`src/hw/rtl/rvx_pkg.sv`:
```
// ----------------------------------------------------------------------------
// RV64IM execute package
// Operation codes, field widths and the control/status structs.
// ----------------------------------------------------------------------------
package rvx_pkg;
	localparam int XLEN      = 64;
	localparam int REG_COUNT = 32;
	localparam int REG_IDX_W = 5;

	localparam logic [4:0] F_ADD    = 5'd0;
	localparam logic [4:0] F_SUB    = 5'd1;
	localparam logic [4:0] F_AND    = 5'd2;
	localparam logic [4:0] F_OR     = 5'd3;
	localparam logic [4:0] F_XOR    = 5'd4;
	localparam logic [4:0] F_SLL    = 5'd5;
	localparam logic [4:0] F_SRL    = 5'd6;
	localparam logic [4:0] F_SRA    = 5'd7;
	localparam logic [4:0] F_SLT    = 5'd8;
	localparam logic [4:0] F_SLTU   = 5'd9;
	localparam logic [4:0] F_MUL    = 5'd10;
	localparam logic [4:0] F_MULH   = 5'd11;
	localparam logic [4:0] F_MULHSU = 5'd12;
	localparam logic [4:0] F_MULHU  = 5'd13;
	localparam logic [4:0] F_DIV    = 5'd14;
	localparam logic [4:0] F_DIVU   = 5'd15;
	localparam logic [4:0] F_REM    = 5'd16;
	localparam logic [4:0] F_REMU   = 5'd17;
	localparam logic [4:0] F_BEQ    = 5'd18;
	localparam logic [4:0] F_BNE    = 5'd19;
	localparam logic [4:0] F_BLT    = 5'd20;
	localparam logic [4:0] F_BGE    = 5'd21;
	localparam logic [4:0] F_BLTU   = 5'd22;
	localparam logic [4:0] F_BGEU   = 5'd23;
	localparam logic [4:0] F_JAL    = 5'd24;
	localparam logic [4:0] F_JALR   = 5'd25;
	localparam logic [4:0] F_LUI    = 5'd26;
	localparam logic [4:0] F_AUIPC  = 5'd27;

	// Decoded instruction as held by the datapath.
	typedef struct packed {
		logic [4:0]  func;
		logic        word_op;
		logic        use_imm;
		logic [4:0]  dest_reg;
		logic [4:0]  src_reg_a;
		logic [4:0]  src_reg_b;
		logic [31:0] immediate;
		logic [63:0] pc;
		logic [2:0]  inst_len;
	} instr_t;

	// Commands from the controller to the datapath.
	typedef struct packed {
		logic load;      // capture instruction and read operands
		logic mul_start; // begin multiply sequence
		logic mul_step;  // one partial product
		logic div_start; // begin division
		logic div_step;  // one quotient bit
		logic finish;    // form result into the output register
		logic commit;    // write the register file
	} cmd_t;

	// Status from the datapath to the controller.
	typedef struct packed {
		logic is_mul;
		logic is_div;
		logic mul_last;
		logic div_last;
	} sts_t;
endpackage

```
`src/hw/rtl/rvx_ctrl.sv`:
```
// ----------------------------------------------------------------------------
// RV64IM execute controller
// Sequences operand read, the multi-cycle units and result delivery.
// ----------------------------------------------------------------------------
module rvx_ctrl (
	input  logic           clk,
	input  logic           arst_n,
	input  logic           in_valid,
	output logic           in_ready,
	output logic           out_valid,
	input  logic           out_ready,
	input  rvx_pkg::sts_t  sts,
	output rvx_pkg::cmd_t  cmd
);
	localparam logic [2:0] S_IDLE = 3'd0;
	localparam logic [2:0] S_DEC  = 3'd1;
	localparam logic [2:0] S_MUL  = 3'd2;
	localparam logic [2:0] S_DIV  = 3'd3;
	localparam logic [2:0] S_FIN  = 3'd4;

	logic [2:0] state_q, state_d;
	logic       out_valid_q;
	logic       out_free;

	// The output register may be refilled when empty or being taken.
	assign out_free  = !out_valid_q || out_ready;
	assign in_ready  = (state_q == S_IDLE);
	assign out_valid = out_valid_q;

	always_comb begin
		cmd     = '0;
		state_d = state_q;
		unique case (state_q)
			S_IDLE: begin
				if (in_valid) begin
					cmd.load = 1'b1;
					state_d  = S_DEC;
				end
			end
			S_DEC: begin
				if (sts.is_mul) begin
					cmd.mul_start = 1'b1;
					state_d       = S_MUL;
				end else if (sts.is_div) begin
					cmd.div_start = 1'b1;
					state_d       = S_DIV;
				end else begin
					state_d = S_FIN;
				end
			end
			S_MUL: begin
				cmd.mul_step = 1'b1;
				if (sts.mul_last) state_d = S_FIN;
			end
			S_DIV: begin
				cmd.div_step = 1'b1;
				if (sts.div_last) state_d = S_FIN;
			end
			S_FIN: begin
				if (out_free) begin
					cmd.finish = 1'b1;
					cmd.commit = 1'b1;
					state_d    = S_IDLE;
				end
			end
			default: state_d = S_IDLE;
		endcase
	end

	always_ff @(posedge clk or negedge arst_n) begin
		if (!arst_n) begin
			state_q     <= S_IDLE;
			out_valid_q <= 1'b0;
		end else begin
			state_q <= state_d;
			if (cmd.finish) out_valid_q <= 1'b1;
			else if (out_ready) out_valid_q <= 1'b0;
		end
	end
endmodule

```
`config.mk`:
```
export PLATFORM = sky130hd
export DESIGN_NAME = rvx_ctrl
export DESIGN_NICKNAME = d
export VERILOG_FILES = /design/src/hw/rtl/rvx_pkg.sv /design/src/hw/rtl/rvx_ctrl.sv
export SDC_FILE = /design/constraint.sdc
export NUM_CORES = 1
export LEC_CHECK = 0
export BUFFER_PORTS_ARGS = -buffer_cell sky130_fd_sc_hd__buf_2
export CAP_MARGIN = 20
export CORE_AREA = 3 3 40 42
export CTS_BUF_LIST = sky130_fd_sc_hd__clkbuf_4
export CTS_CLUSTER_DIAMETER = 60
export DETAILED_ROUTE_END_ITERATION = 6
export DIE_AREA = 0 0 43 45
export PLACE_DENSITY = 0.5
export SLEW_MARGIN = 20
export SYNTH_ARGS = -nofsm -noshare
export SYNTH_HDL_FRONTEND = slang
export SYNTH_SLANG_ARGS = --single-unit
```
`constraint.sdc`:
```
create_clock -name clk -period 2.96 [get_ports clk]
set_input_delay 0.296 -clock clk [delete_from_list [all_inputs] [get_ports clk]]
set_output_delay 0.296 -clock clk [all_outputs]
set_load 0.03 [all_outputs]
```
==> flow_summary_export.csv <==
group,metric,value,unit
run_status,status,"finished, final reports clean",
worst_setup_path,ff2ff_setup_slack,1.82,ns
sta,slew_viol_final,0,
cts,htreeDepth,1,
pwr,vdd.ir_drop.worst,0.4589,mV
sta,clock_skew,0.004148,ns
routing,via_per_inst,4.143,
grt,antenna_found_initial,0,
die,coreArea,1285,um^2
sta,setup_tns,0,ns
cts,clock_path_buffers,2,
worst_setup_path,reg2reg_from,"state_q[2]$_DFFE_PN0P_",
place,portBuffers,16,
cts,clockRootBuffer,"clkbuf_4",
final_layout,layout_commonest_cell,"buf_2",
place,place.gp.congestion,0.6993,
synthesis,synth_mux_area_share,3.791,%
synthesis,synthCells,30,
worst_setup_path,r2r-end,"state_q[2]$_DFFE_PN0P_",
synthesis,synth_area_leaders,"dfrtp_1, nor2_1, nand2b_1, nand2_1, mux2i_1",
synthesis,ys_ff_latch,4,
final_layout,num_antenna_cells,0,
grt,grt_first_pass_wirelength,952,um
synthesis,avgSynthCellArea,8.800,um^2
sta,worst_pin_slew,0.2783,ns
cts,cts_resized,0,
sta,hold_ws,0.3679,ns
cts,tritoncts,"built",
final_layout,fill_cells,145,
pwr,p_per_area,1078,nW/um^2
synthesis,synth_fa_ha_area_share,0,%
die,fp.dieW,43,um
synthesis,syn_area,264.0,um^2
synthesis,ys_types,21,
worst_setup_path,cp.required,2.66,ns
pwr,p_leak,0.0002009,uW
grt,first_global_vias,238,
die,start_util,20.55,%
routing,first_pass_iters,2,
hold_path,hold_class,"input pin to register",
die,row_count,13,
sta,finalSetupViolations,0,
sta,min_period_over_period,55.84,%
routing,ant_nets,0,
synthesis,netlist.area_leader.share,37.91,%
hold_path,hold_depth,3,
worst_setup_path,critPathCaptureType,"output port",
sta,rsz0062_at_grt,"no",
hold_path,worstHoldStart,"sts[2]",
final_layout,area_growth,45.02,%
synthesis,synth_compound_area_share,15.17,%
routing,via_count,261,
cts,cts_made_buffers,3,
routing,drc_errors,0,
routing,drt-initial-drc-count,1,
sta,max_freq,0.6050,GHz
routing,routedWlPerCell,9.159,um
grt,grt_max_degree,10,
die,fp.dieH,45,um
worst_setup_path,start_kind,"register",
synthesis,synth_top_family_by_area,"simple AND/OR/NAND/NOR gates",
place,post-dp-hpwl,468.2,um
worst_setup_path,reg2reg_depth,3,
worst_setup_path,crit_arrival,1.36,ns
cts,clock_latency,0.24,ns
sta,fin_crit,1.653,ns
synthesis,yosysSeqAreaShare,37.91,%
synthesis,yosys.area.top_type,"dfrtp_1",
cts,clkSinkCount,4,
grt,grtUsageTotal,7.029,%
grt,overflow,0,
routing,drt-total-wl,577,um
synthesis,syn_nets,38,
worst_setup_path,crit_type,"register to output port",
die,ios,17,
hold_path,holdPathEnd,"state_q[0]$_DFFE_PN0P_",
synthesis,synth-simple-area-share,36.97,%
cts,cts_setup_buffers,0,
sta,slew-limit-headroom,81.45,%
final_layout,layout_common_cells,"buf_2, nor2_1, dfrtp_1, nand2_1, clkbuf_4",
die,die_area,1935,um^2
flow_run,cap_violations,0,
final_layout,nNetsFinal,58,
worst_setup_path,cp_max_fo,6,
sta,hold_viol_final,0,
cts,path_clk_slew,0.04,ns
synthesis,yosys_warnings,0,
synthesis,synth_xor_xnor_area_share,0,%
final_layout,drive_gt1_share,47.92,%
final_layout,utilization,29.80,%
[state kept, by name, summed over array words and instances (netlist names)]
register	flops
out_valid	1
state_q	3
[logic make-up (layout without fill, tap and decap cells)]
kind of cell    Yosys count  count (layout)
simple gates             17              17
compound gates            5               5
flops                     4               4
buf+inv                   3              21
mux                       1               1
[stage by stage]
step | area (um^2) | worst slack [ns] | instances | power (uW)
3_3_place_gp | 350.3 | 1.569 | 59 | 349.4
4_1_cts | 382.9 | 1.301 | 63 | 416.7
6_report | 382.9 | 1.307 | 63 | 412.7
5_1_grt | 382.9 | 1.215 | 63 | 449.6
2_1_floorplan | 264.0 | 1.012 | 30 | 292.7
3_5_place_dp | 350.3 | 1.550 | 59 | 346.3
[cells in the mapped netlist]
| cell type | count |
|---|---|
| nor4b_1 | 1 |
| and3_1 | 1 |
| a21oi_1 | 1 |
| and2_1 | 1 |
| o21bai_1 | 1 |
| buf_2 | 1 |
| o32a_1 | 1 |
| nor3_2 | 1 |
| dfrtp_1 | 4 |
| nand2b_1 | 2 |
| nand3_1 | 1 |
| nor2_1 | 4 |
| or2_2 | 1 |
| nand2_1 | 3 |
| mux2i_1 | 1 |
| inv_1 | 1 |
| nand2b_2 | 1 |
| a2bb2oi_1 | 1 |
| nor3b_1 | 1 |
| o21ai_2 | 1 |
| buf_4 | 1 |
[metal layers]
| metal | share of wire, % | global-route usage, % | vias to the layer above |
|---|---|---|---|
| met1 | 47 | 8.557 | 108 |
| met5 | 0 | 0 | - |
| met4 | 0 | 1.807 | 0 |
| li1 | - | - | 140 |
| met2 | 37 | 8.683 | 13 |
| met3 | 16 | 6.773 | 0 |
[how the worst max path moves through the flow]
stage / cells past startpoint / slack, ns / start / endpoint
final: 3 / 1.31 / state_q[2]$_DFFE_PN0P_ / cmd[3]
after global routing: 3 / 1.22 / state_q[2]$_DFFE_PN0P_ / cmd[3]
after CTS: 3 / 1.30 / state_q[2]$_DFFE_PN0P_ / cmd[3]
after detailed placement: 3 / 1.55 / state_q[2]$_DFFE_PN0P_ / cmd[3]
after global placement: 3 / 1.57 / state_q[2]$_DFFE_PN0P_ / cmd[3]
after floorplan: 2 / 1.01 / state_q[2]$_DFFE_PN0P_ / cmd[3]
[critical path, cell delays in order, from the launching register on]
cell and delay (ns):
dfrtp_1 0.42, nand2b_2 0.23, nor4b_1 0.23, buf_2 0.24
[power breakdown]
part / switching (uW) / total [uW] / leakage, uW / internal, uW
registers: 36.1 / 114 / 0.0000524 / 77.8
logic: 151 / 232 / 0.000135 / 81.0
clock network: 21.8 / 67.1 / 0.0000138 / 45.3
total: 209 / 413 / 0.000201 / 204
[final cells by class]
class	count	area [um^2]	share of cell area (%)
Sequential cell	4	100.1	26.14
Multi-Input combinational cell	23	147.6	38.56
Timing Repair Buffer	17	90.09	23.53
Clock buffer	3	22.52	5.882
Inverter	1	3.754	0.9804
Tap cell	15	18.77	4.902
[repair_timing]
| item | CTS | global route |
|---|---|---|
| hold buffers | 1 | 0 |
| endpoints found under the setup margin | 0 | 0 |
| hold endpoints to repair | 4 | 0 |
Note: power is estimated with default switching activity, not from simulation.
